$ cat src/hdl/pls_pkg.sv
// Shared types and constants for the Pareto label set core.
`default_nettype none
package pls_pkg;

  // Field widths of the request and result items
  localparam int unsigned LABEL_W    = 32;
  localparam int unsigned CMD_W      = 2;
  localparam int unsigned INDEX_W    = 4;
  localparam int unsigned STATUS_W   = 2;
  localparam int unsigned COUNT_W    = 5;
  localparam int unsigned IN_DATA_W  = 72;
  localparam int unsigned OUT_DATA_W = 72;

  // Default store depth
  localparam int unsigned MAX_LABELS_DEFAULT = 16;

  typedef enum logic [CMD_W-1:0] {
    CMD_INSERT = 2'd0,
    CMD_APPEND = 2'd1,
    CMD_CLEAR  = 2'd2,
    CMD_READ   = 2'd3
  } cmd_t;

  typedef enum logic [STATUS_W-1:0] {
    STAT_OK        = 2'd0,
    STAT_DOMINATED = 2'd1,
    STAT_FULL      = 2'd2,
    STAT_EMPTY     = 2'd3
  } status_t;

  typedef enum logic {
    ST_IDLE,
    ST_COMPACT
  } state_t;

  // Per-cell control from the sequencer
  typedef struct packed {
    logic occupied;  // cell lies below the label count
    logic compare;   // latch the drop flag against the broadcast label
    logic compact;   // shift one step toward the head where a hole lies at or below
    logic write;     // store the broadcast label here
  } cell_ctrl_t;

endpackage
`default_nettype wire

$ cat src/hdl/pls_cell.sv
// One storage cell of the label row: holds a label, its drop flag, and shifts from its neighbor.
`default_nettype none
module pls_cell (
  input  wire logic                          clk,
  input  wire logic                          rst,
  input  wire pls_pkg::cell_ctrl_t           ctrl,
  input  wire logic [pls_pkg::LABEL_W-1:0]   lbl_cost,
  input  wire logic [pls_pkg::LABEL_W-1:0]   lbl_res,
  input  wire logic [pls_pkg::LABEL_W-1:0]   nbr_cost,
  input  wire logic [pls_pkg::LABEL_W-1:0]   nbr_res,
  input  wire logic                          nbr_drop,
  input  wire logic                          hole_in,
  output logic      [pls_pkg::LABEL_W-1:0]   cost,
  output logic      [pls_pkg::LABEL_W-1:0]   res,
  output logic                               drop,
  output logic                               hole_out,
  output logic                               dominates
);
  import pls_pkg::*;

  logic shift;

  // A hole at or below this cell pulls the neighbor's label down
  assign hole_out = hole_in | drop;
  assign shift    = ctrl.compact & hole_out;

  // Stored label dominates the broadcast one
  assign dominates = ctrl.occupied & (cost <= lbl_cost) & (res < lbl_res);

  // Drop flag: set on compare, advance with the shift
  always_ff @(posedge clk) begin
    if (rst) begin
      drop <= 1'b0;
    end else if (ctrl.compare) begin
      drop <= ctrl.occupied & (cost >= lbl_cost) & (res > lbl_res);
    end else if (shift) begin
      drop <= nbr_drop;
    end
  end

  // Label payload: write or shift
  always_ff @(posedge clk) begin
    if (ctrl.write) begin
      cost <= lbl_cost;
      res  <= lbl_res;
    end else if (shift) begin
      cost <= nbr_cost;
      res  <= nbr_res;
    end
  end

endmodule
`default_nettype wire

$ cat src/hdl/pareto_label_set_core.sv
// Top level of the Pareto label set: sequencer, cell row and result register.
// Keeps an ordered set of up to MAX_LABELS (cost, resource) labels in a row of cells.
// Append, clear and read requests load their result as they are taken. A Pareto
// insert first compares the new label against every cell at once, then each
// label it removes is squeezed out by one shift of the cell row toward its
// head, and a last step appends or rejects the label. That last step waits
// while the result register still holds an unread result. A request is taken
// only while the result register is empty or being read in the same cycle, so
// a waiting result stalls the input. No clearing pass follows reset.
`default_nettype none
module pareto_label_set_core #(
  parameter int unsigned MAX_LABELS = pls_pkg::MAX_LABELS_DEFAULT
) (
  input  wire logic                            clk,
  input  wire logic                            rst,
  input  wire logic                            s_tvalid,
  output logic                                 s_tready,
  // command[1:0], new_cost[33:2], new_resource[65:34], read_index[69:66], zero pad
  input  wire logic [pls_pkg::IN_DATA_W-1:0]   s_tdata,
  output logic                                 m_tvalid,
  input  wire logic                            m_tready,
  // status[1:0], label_count[6:2], read_cost[38:7], read_resource[70:39], zero pad
  output logic      [pls_pkg::OUT_DATA_W-1:0]  m_tdata
);
  import pls_pkg::*;

  localparam int unsigned CW   = $clog2(MAX_LABELS + 1);
  localparam int unsigned CMPW = (CW > INDEX_W) ? CW : INDEX_W;

  // Request fields
  cmd_t                in_cmd;
  logic [LABEL_W-1:0]  in_cost;
  logic [LABEL_W-1:0]  in_res;
  logic [INDEX_W-1:0]  in_index;

  assign in_cmd   = cmd_t'(s_tdata[1:0]);
  assign in_cost  = s_tdata[33:2];
  assign in_res   = s_tdata[65:34];
  assign in_index = s_tdata[69:66];

  // Sequencer state
  state_t              state;
  state_t              state_next;
  logic [CW-1:0]       count;
  logic [CW-1:0]       count_next;
  logic                dominated;
  logic [LABEL_W-1:0]  held_cost;
  logic [LABEL_W-1:0]  held_res;

  // Handshake strobes, sequencer strobes and result fields
  logic                accept;
  logic                out_free;
  logic                do_compare;
  logic                do_compact;
  logic                do_write;
  logic                out_load;
  status_t             out_status;
  logic [LABEL_W-1:0]  out_cost;
  logic [LABEL_W-1:0]  out_res;

  // Cell row wiring
  logic [LABEL_W-1:0]  lbl_cost;
  logic [LABEL_W-1:0]  lbl_res;
  logic [LABEL_W-1:0]  cell_cost [MAX_LABELS+1];
  logic [LABEL_W-1:0]  cell_res  [MAX_LABELS+1];
  logic [MAX_LABELS:0] cell_drop;
  logic [MAX_LABELS:0] hole;
  logic [MAX_LABELS-1:0] cell_dom;
  logic                any_drop;
  logic                full;
  logic                read_hit;
  logic [LABEL_W-1:0]  read_cost_sel;
  logic [LABEL_W-1:0]  read_res_sel;

  assign out_free = ~m_tvalid | m_tready;
  assign accept   = s_tvalid & s_tready;
  assign any_drop = hole[MAX_LABELS];
  assign full     = (count == CW'(MAX_LABELS));
  assign read_hit = CMPW'(in_index) < CMPW'(count);

  // Broadcast the live request while idle, the held label afterwards
  assign lbl_cost = (state == ST_IDLE) ? in_cost : held_cost;
  assign lbl_res  = (state == ST_IDLE) ? in_res  : held_res;

  // Cell row: each cell takes its upper neighbor's label on a shift
  assign cell_cost[MAX_LABELS] = '0;
  assign cell_res[MAX_LABELS]  = '0;
  assign cell_drop[MAX_LABELS] = 1'b0;
  assign hole[0]               = 1'b0;

  for (genvar i = 0; i < MAX_LABELS; i++) begin : g_cell
    cell_ctrl_t ctrl;
    assign ctrl.occupied = (CW'(i) < count);
    assign ctrl.compare  = do_compare;
    assign ctrl.compact  = do_compact;
    assign ctrl.write    = do_write & (count == CW'(i));

    pls_cell u_cell (
      .clk       (clk),
      .rst       (rst),
      .ctrl      (ctrl),
      .lbl_cost  (lbl_cost),
      .lbl_res   (lbl_res),
      .nbr_cost  (cell_cost[i+1]),
      .nbr_res   (cell_res[i+1]),
      .nbr_drop  (cell_drop[i+1]),
      .hole_in   (hole[i]),
      .cost      (cell_cost[i]),
      .res       (cell_res[i]),
      .drop      (cell_drop[i]),
      .hole_out  (hole[i+1]),
      .dominates (cell_dom[i])
    );
  end

  // Select the addressed cell for a read
  always_comb begin
    read_cost_sel = '0;
    read_res_sel  = '0;
    for (int i = 0; i < MAX_LABELS; i++) begin
      if (CMPW'(i) == CMPW'(in_index)) begin
        read_cost_sel = cell_cost[i];
        read_res_sel  = cell_res[i];
      end
    end
  end

  // Next state
  always_comb begin
    state_next = state;
    case (state)
      ST_IDLE: begin
        if (accept && in_cmd == CMD_INSERT) begin
          state_next = ST_COMPACT;
        end
      end
      ST_COMPACT: begin
        if (!any_drop && out_free) begin
          state_next = ST_IDLE;
        end
      end
      default: state_next = ST_IDLE;
    endcase
  end

  // Outputs of the sequencer
  always_comb begin
    s_tready   = 1'b0;
    do_compare = 1'b0;
    do_compact = 1'b0;
    do_write   = 1'b0;
    out_load   = 1'b0;
    out_status = STAT_OK;
    out_cost   = '0;
    out_res    = '0;
    count_next = count;
    case (state)
      ST_IDLE: begin
        s_tready = out_free;
        if (accept) begin
          case (in_cmd)
            CMD_INSERT: begin
              do_compare = 1'b1;
            end
            CMD_APPEND: begin
              out_load = 1'b1;
              if (full) begin
                out_status = STAT_FULL;
              end else begin
                do_write   = 1'b1;
                count_next = count + CW'(1);
              end
            end
            CMD_CLEAR: begin
              out_load   = 1'b1;
              count_next = '0;
            end
            default: begin
              out_load = 1'b1;
              if (read_hit) begin
                out_cost = read_cost_sel;
                out_res  = read_res_sel;
              end else begin
                out_status = STAT_EMPTY;
              end
            end
          endcase
        end
      end
      ST_COMPACT: begin
        if (any_drop) begin
          do_compact = 1'b1;
          count_next = count - CW'(1);
        end else if (out_free) begin
          out_load = 1'b1;
          if (dominated) begin
            out_status = STAT_DOMINATED;
          end else if (full) begin
            out_status = STAT_FULL;
          end else begin
            do_write   = 1'b1;
            count_next = count + CW'(1);
          end
        end
      end
      default: begin
        s_tready = 1'b0;
      end
    endcase
  end

  // Control registers
  always_ff @(posedge clk) begin
    if (rst) begin
      state     <= ST_IDLE;
      count     <= '0;
      dominated <= 1'b0;
    end else begin
      state <= state_next;
      count <= count_next;
      if (do_compare) begin
        dominated <= |cell_dom;
      end
    end
  end

  // Hold the offered label through compaction
  always_ff @(posedge clk) begin
    if (do_compare) begin
      held_cost <= in_cost;
      held_res  <= in_res;
    end
  end

  // Result register
  always_ff @(posedge clk) begin
    if (rst) begin
      m_tvalid <= 1'b0;
    end else if (out_load) begin
      m_tvalid <= 1'b1;
    end else if (m_tready) begin
      m_tvalid <= 1'b0;
    end
  end

  always_ff @(posedge clk) begin
    if (out_load) begin
      m_tdata <= {1'b0, out_res, out_cost, COUNT_W'(count_next), out_status};
    end
  end

endmodule
`default_nettype wire

$ cat config.mk
export PLATFORM = sky130hd
export DESIGN_NAME = pareto_label_set_core
export DESIGN_NICKNAME = d
export VERILOG_FILES = /design/src/hdl/pls_pkg.sv /design/src/hdl/pls_cell.sv /design/src/hdl/pareto_label_set_core.sv
export SDC_FILE = /design/constraint.sdc
export NUM_CORES = 2
export LEC_CHECK = 0
export ABC_AREA = 1
export BUFFER_PORTS_ARGS = -buffer_cell sky130_fd_sc_hd__buf_4
export CAP_MARGIN = 40
export CELL_PAD_IN_SITES_DETAIL_PLACEMENT = 2
export CELL_PAD_IN_SITES_GLOBAL_PLACEMENT = 2
export CORE_UTILIZATION = 30
export DETAILED_ROUTE_END_ITERATION = 6
export PLACE_DENSITY = 0.64
export SLEW_MARGIN = 25
export SYNTH_ARGS = -nofsm -noshare
export SYNTH_HDL_FRONTEND = slang
export SYNTH_SLANG_ARGS = --single-unit
$ cat constraint.sdc
create_clock -name clk -period 8.8 [get_ports clk]
set_input_delay 0.88 -clock clk [delete_from_list [all_inputs] [get_ports clk]]
set_output_delay 0.88 -clock clk [all_outputs]
set_load 0.02 [all_outputs]
=== Yosys cells after proc, flatten, opt, wreduce, memory -nomap -nowiden ===
Index checks and enable logic that the tools add are counted.

* Input bits: 76
* Output and inout bits: 74
* Logic and storage cells: 498
* Register bits after elaboration: 1,183

* Equal/unequal tests: 33
* $lt $le $gt $ge: 81
* Muxes and demuxes: 167
* Bitwise operators: 117
* Reductions and logical operators: 42
* Add/subtract/negate cells: 2

{| class="wikitable"
|+ Operators with widths
! operator !! count
|-
| $mux W32 || 97
|-
| $ge A32 B32 Y1 || 16
|-
| $gt A32 B32 Y1 || 16
|-
| $le A32 B32 Y1 || 16
|-
| $lt A32 B32 Y1 || 16
|-
| $and A1 B1 Y1 || 97
|-
| $reduce_bool A2 Y1 || 33
|-
| $mux W1 || 52
|-
| $eq A5 B4 Y1 const B || 8
|-
| $lt A4 B5 Y1 const A || 8
|-
| $eq A4 B4 Y1 const A || 8
|-
| $mux W5 || 5
|-
| $eq A5 B3 Y1 const B || 4
|-
| $lt A3 B5 Y1 const A || 4
|-
| $pmux W5 S2 || 2
|-
| $eq A3 B4 Y1 const A || 4
|-
| $or A1 B1 Y1 || 16
|-
| $reduce_or A16 Y1 || 1
|-
| $mux W2 || 6
|-
| $eq A5 B2 Y1 const B || 2
|-
| $lt A1 B5 Y1 const A || 2
|-
| $lt A2 B5 Y1 const A || 2
|-
| $eq A2 B4 Y1 const A || 2
|-
| $pmux W2 S2 || 2
|-
| other kinds (17) || 23
|}

=== Logic depth before layout (Yosys ltp) ===
* Depth after elaboration: 20
* Depth in mapped cells: 24
* Depth with buffers taken out: 21

=== Hierarchy ===
Synthesis repeated with hierarchy kept, for this count alone.

* Cells, all modules: 10,584
* Area, all modules: 84,755.0 um^2

{| class="wikitable"
|+ Modules (own cells, without submodules)
! module !! sequential area each (um^2) !! area each (um^2) !! cells each !! times used
|-
| pls_cell (g_cell[0].u_cell ...) || 1,941.9 || 4,385.5 || 498 || 15
|-
| pareto_label_set_core || 4,214.0 || 14,641.5 || 2,619 || 1
|-
| pls_cell (g_cell[12].u_cell) || 1,941.9 || 4,331.7 || 495 || 1
|}

=== Worst setup path after synthesis ===
OpenSTA, ideal clock, no wires.

* Kind: register -> register
* Start point: reg g_cell[1].u_cell.drop
* End point: reg g_cell[14].u_cell.cost[0] (netlist bit) (enable)
* Buffers on the path: 1
* Arrival: 5.935 ns
* Period minus slack after synthesis: 6.509 ns
* Library setup time: 0.574 ns
* Required time: 8.226 ns
* Path slack: 2.291 ns
* Stages on the path, launching flop included: 12
* Path through: dfxtp_1 -> nor2_4 -> nand4_4 -> nor2_1 -> nand4_1 -> nor2_1 -> nand4_1 -> nor2_1 -> nand3_1 -> nand2_1 -> buf_2 -> o21ai_0

* Word-level cells in the longest chain between the ends: 19
* Elaborated cells on any way between the ends: 22
* Classes of those cells: mux: 4; bitwise: 17; reduce/logical: 1

{| class="wikitable"
|+ RTL lines
! what !! RTL line !! source
|-
| start: declaration || pls_cell.sv:15 || <nowiki>output logic drop,</nowiki>
|-
| start signal: assignment || pls_cell.sv:35 || <nowiki>drop <= ctrl.occupied & (cost >= lbl_cost) & (res > lbl_res);</nowiki>
|-
| start signal: assignment || pls_cell.sv:37 || <nowiki>drop <= nbr_drop;</nowiki>
|-
| $or A1 B1 Y1 * (14 in a row) || pls_cell.sv:24 || <nowiki>assign hole_out = hole_in | drop;</nowiki>
|-
| $or A1 B1 Y1 || pls_cell.sv:24 ||
|-
| $mux W1 || pareto_label_set_core.sv:191 || <nowiki>if (any_drop) begin</nowiki>
|-
| $pmux W1 S2 or $mux W1 (tied branches) || pareto_label_set_core.sv:157 || <nowiki>case (state)</nowiki>
|-
| $and A1 B1 Y1 (on tied branches) || pareto_label_set_core.sv:96, pls_cell.sv:25 ||
|-
| $reduce_bool A2 Y1 (no line) * || -- ||
|-
| end signal: assignment || pls_cell.sv:44 || <nowiki>cost <= lbl_cost;</nowiki>
|-
| end signal: assignment || pls_cell.sv:47 || <nowiki>cost <= nbr_cost;</nowiki>
|-
| end: declaration || pls_cell.sv:13 || <nowiki>output logic [pls_pkg::LABEL_W-1:0] cost,</nowiki>
|}

Every way passes the cells marked *; elsewhere a longest branch is shown, timed or not.
A chain may end at the register's enable or synchronous reset.

=== Worst setup path in the final report ===
* Start point: reg state
* End point: reg dominated

* Word-level cells in the longest chain between the ends: 5
* Elaborated cells on any way between the ends: 71
* Classes of those cells: order compare: 32; mux: 5; bitwise: 33; reduce/logical: 1

{| class="wikitable"
|+ RTL lines
! what !! RTL line !! source
|-
| start: declaration || pareto_label_set_core.sv:42 || <nowiki>state_t state;</nowiki>
|-
| start signal: assignment || pareto_label_set_core.sv:219 || <nowiki>state <= state_next;</nowiki>
|-
| $mux W32 || pareto_label_set_core.sv:82 || <nowiki>assign lbl_cost = (state == ST_IDLE) ? in_cost : held_cost;</nowiki>
|-
| $le A32 B32 Y1 || pls_cell.sv:28 || <nowiki>assign dominates = ctrl.occupied & (cost <= lbl_cost) & (res < lbl_res);</nowiki>
|-
| $and A1 B1 Y1 (2 in a row) || pls_cell.sv:28 ||
|-
| $reduce_or A16 Y1 || pareto_label_set_core.sv:222 || <nowiki>dominated <= |cell_dom;</nowiki>
|-
| end signal: assignment || pareto_label_set_core.sv:222 ||
|-
| end: declaration || pareto_label_set_core.sv:46 || <nowiki>logic dominated;</nowiki>
|}

Several ways; a longest one is shown, not always the timed one.

==> impl_results.md <==
* Number of global-route vias before repair at 83060
* Hold WC Path Type: input pin to flop
* Clk_skew at 0.05331 ns
* # setup viols final at 0
* Post-DRT Antenna Nets at 0
* Hold Crit Start: s_tdata[34]
* Initial DRC Count at 3539
* Hold buffer count at cts at 0
* Synth top cells by count: nand2_1 (3669), edfxtp_1 (1159), nand3_1 (1157), ha_1 (1036), a21oi_1 (667)
* Slew margin rel. at a little under a third
* Path type of the worst setup path: flop to flop
* Gate Count Post-Synth at 10264
* Ports at 150
* All-layer global routing usage at 24.67%
* P&R area growth vs syn at 12.76%
* Clock group share of total power at 43.5%
* Synthesis Warnings at 0
* Startpoint Class: flop
* CTS tree: done
* Worst-margin pin slew at 1.046 ns
* Sw Share at 29.65%
* Clock buffer depth at 4
* Combinational Power Share at ~14%
* Static Leak at 41.94 nW
* DR WL/cell at between 20 and 30 um
* Vias at 75542
* Path depth of the worst reg2reg path at 17
* Vias per inst at 5.368
* Die Width at 529.8 um
* Largest net degree at the start of global routing at 203
* Final period util at 57.36%
* Worst-Skew Late Latency at 0.87 ns
* Pins Over Slew Limit at 0
* Dominant synthesized flop cell: edfxtp_1
* Gr ovfl total at 0
* Mapped Area at 83560 um^2
* Post-CTS Setup Bufs at 0
* Ys async rst share at 0%
* Full die area at 280700 um^2
* Clock-pin slew on the worst setup and hold paths at around 0.060 ns
* Rows at 193
* PortBufs at 146
* Htree depth at 4
* Post-synthesis sequential area ratio at 42.23%
* Hold Fails Final Rpt at 0
* Top-area cell type share of the netlist area at 41.65%
* DR DRC count at 0
* Die Y at around 530 um
* Synth top area cells: edfxtp_1 (42%), nand2_1 (16%), ha_1 (16%), nand3_1 (6.9%), a21oi_1 (4.0%)
* # Max-Cap Violations at 0
* VDD IR max at 0.1402 mV
* Most common cell in the netlist: nand2_1
* R2R Path Start: state
* Core Area at 276700 um^2
* Unique masters post-synth at 46
* First-pass GRT wire length at 521.9 mm
* RePlAce Congestion at 0.8736
* Status: complete, no violations
* Post-CTS sizing at 0
* Area leader, netlist: edfxtp_1
* CP Capture Type: flop
* Max Freq at 198.1 MHz
* Capturing point of the worst reg2reg path: dominated
* Hold path depth at 1
* Sequential power share at a little over two fifths
* Arr. time, crit path at just under 6 ns
* Dpl hpwl at 268.9 mm
* Clock Tree Root: clkbuf_16
* Layout cells sized above 1 at 7.643%
* CP max FO at 44
* Clock sinks at 1183
* P_sw at 4.399 mW
* Fin cells at about 14000
* Pwr dens at 157.4 nW/um^2
* Net count, final at 11357
* Mapped Avg Cell Area at 8.141 um^2
* Unrepaired setup endpoints after global routing: false
* R2R setup slack at approximately 3.8 ns
* Internal power at roughly 10 mW
* Final min period at between 5 and 6 ns
* Initial antenna violation count at 9
* First-pass DRT Iterations at 5
* Critical Path RT at 9.53 ns
* Synth Net Count at 11376
* TritonCTS Buffers at 165
* Post-synth EDFFs at around 1200
* Worst hold endpoint: held_res[0]
* #FFs+latches synth at 1183
* Total Routed Length at between 300 and 400 mm
* Setup TNS at 0 ns
* Starting Density at 30.19%
* Pwr Total at 14.83 mW
* Dpl cells at approximately 14000
## cells by family after synthesis
family	Yosys count	share of synthesized area, %
xor+xnor	3	0.03145
simple gates	5911	29.67
compound gates	1088	6.880
other cells	1	0.004488
buf+inv	1042	5.680
flops	1183	42.23
fa+ha+maj	1036	15.51
## flip-flops by register name, indices dropped and copies added (netlist names)
signal / cells
g_cell.u_cell.res: 512
dominated: 1
held_res: 32
count: 5
state: 1
m_tvalid: 1
m_tdata: 71
held_cost: 32
g_cell.u_cell.cost: 512
g_cell.u_cell.drop: 16
## power groups by stage
| stage | clock network, mW | logic (mW) | registers [mW] |
|---|---|---|---|
| finish | 6.45 | 2.15 | 6.23 |
| global route | 6.77 | 2.35 | 6.24 |
| CTS | 6.60 | 2.19 | 6.24 |
| detailed placement | 0 | 2.17 | 6.35 |
| global placement | 0 | 2.03 | 6.35 |
| floorplan | 0 | 1.17 | 6.37 |
## cell usage in the layout, fill, tap and decap left out, types with 20 or more instances in the layout
cell	synthesis	routed
nand3_1	1157	1157
o21bai_1	29	29
clkbuf_16	0	167
nand2_1	3669	3637
nand2_4	0	22
a21oi_1	667	667
nor3_1	39	32
edfxtp_1	1159	1159
o21ai_0	296	233
nand4_1	265	265
inv_1	502	498
nor2_1	623	605
o21ai_2	0	62
buf_12	0	28
nor4_1	35	30
buf_4	126	295
nor2_4	2	20
clkbuf_1	320	54
clkinv_1	3	36
or2_2	106	106
ha_1	1036	1036
dfxtp_1	24	23
o21a_1	49	49
## critical path: stages, from the launching register on
cell and delay, ns:
dfxtp_4 0.71, buf_4 0.69, o21ai_2 0.16, buf_4 0.27
ha_1 0.35, nand2_1 0.11, nor4_1 0.78, nand2_1 0.12
nand2_1 0.12, nand2_1 0.13, nand2_1 0.13, nand2_1 0.18
nand2_1 0.13, nand2_1 0.06, nor2_1 0.24, nand3_1 0.33
nor2_1 0.20, nor2_1 0.05
## routing by layer
layer,wire (um),vias to the layer above,track usage [%]
li1,-,35146,-
met1,143400,38642,28.47
met2,187400,1087,46.74
met3,8031,667,1.934
met4,14550,0,9.551
met5,0,-,0
## per-stage QoR
step,utilization [%],hold slack [ns],setup WS (ns),area (um^2)
4_1_cts,33.94,0.1419,3.803,93920
2_1_floorplan,-,0.4615,2.291,83560
6_report,34.05,0.1996,3.752,94220
3_3_place_gp,31.90,0.4702,3.500,88280
5_1_grt,34.04,0.1601,3.583,94210
3_5_place_dp,32.19,0.4890,3.681,89080
## worst max-delay path by stage
stage,from,end
floorplan,g_cell[1].u_cell.drop,g_cell[14].u_cell.cost[0]
global placement,m_tready,g_cell[0].u_cell.cost[13]
detailed placement,m_tready,g_cell[6].u_cell.cost[14]
CTS,g_cell[1].u_cell.drop,g_cell[1].u_cell.cost[12]
global route,state,dominated
finish,state,dominated
## cell type report
| class | instances | area [um^2] |
|---|---|---|
| fill | 31601 | 182500 |
| inverter | 506 | 1899 |
| tap | 3705 | 4636 |
| multi-input combinational | 8039 | 44190 |
| clock buffer | 222 | 4395 |
| clock inverter | 62 | 446.7 |
| timing repair buffer | 350 | 3348 |
| sequential | 1183 | 35290 |
| antenna | 5 | 12.51 |
(Power assumes the default switching activity.)
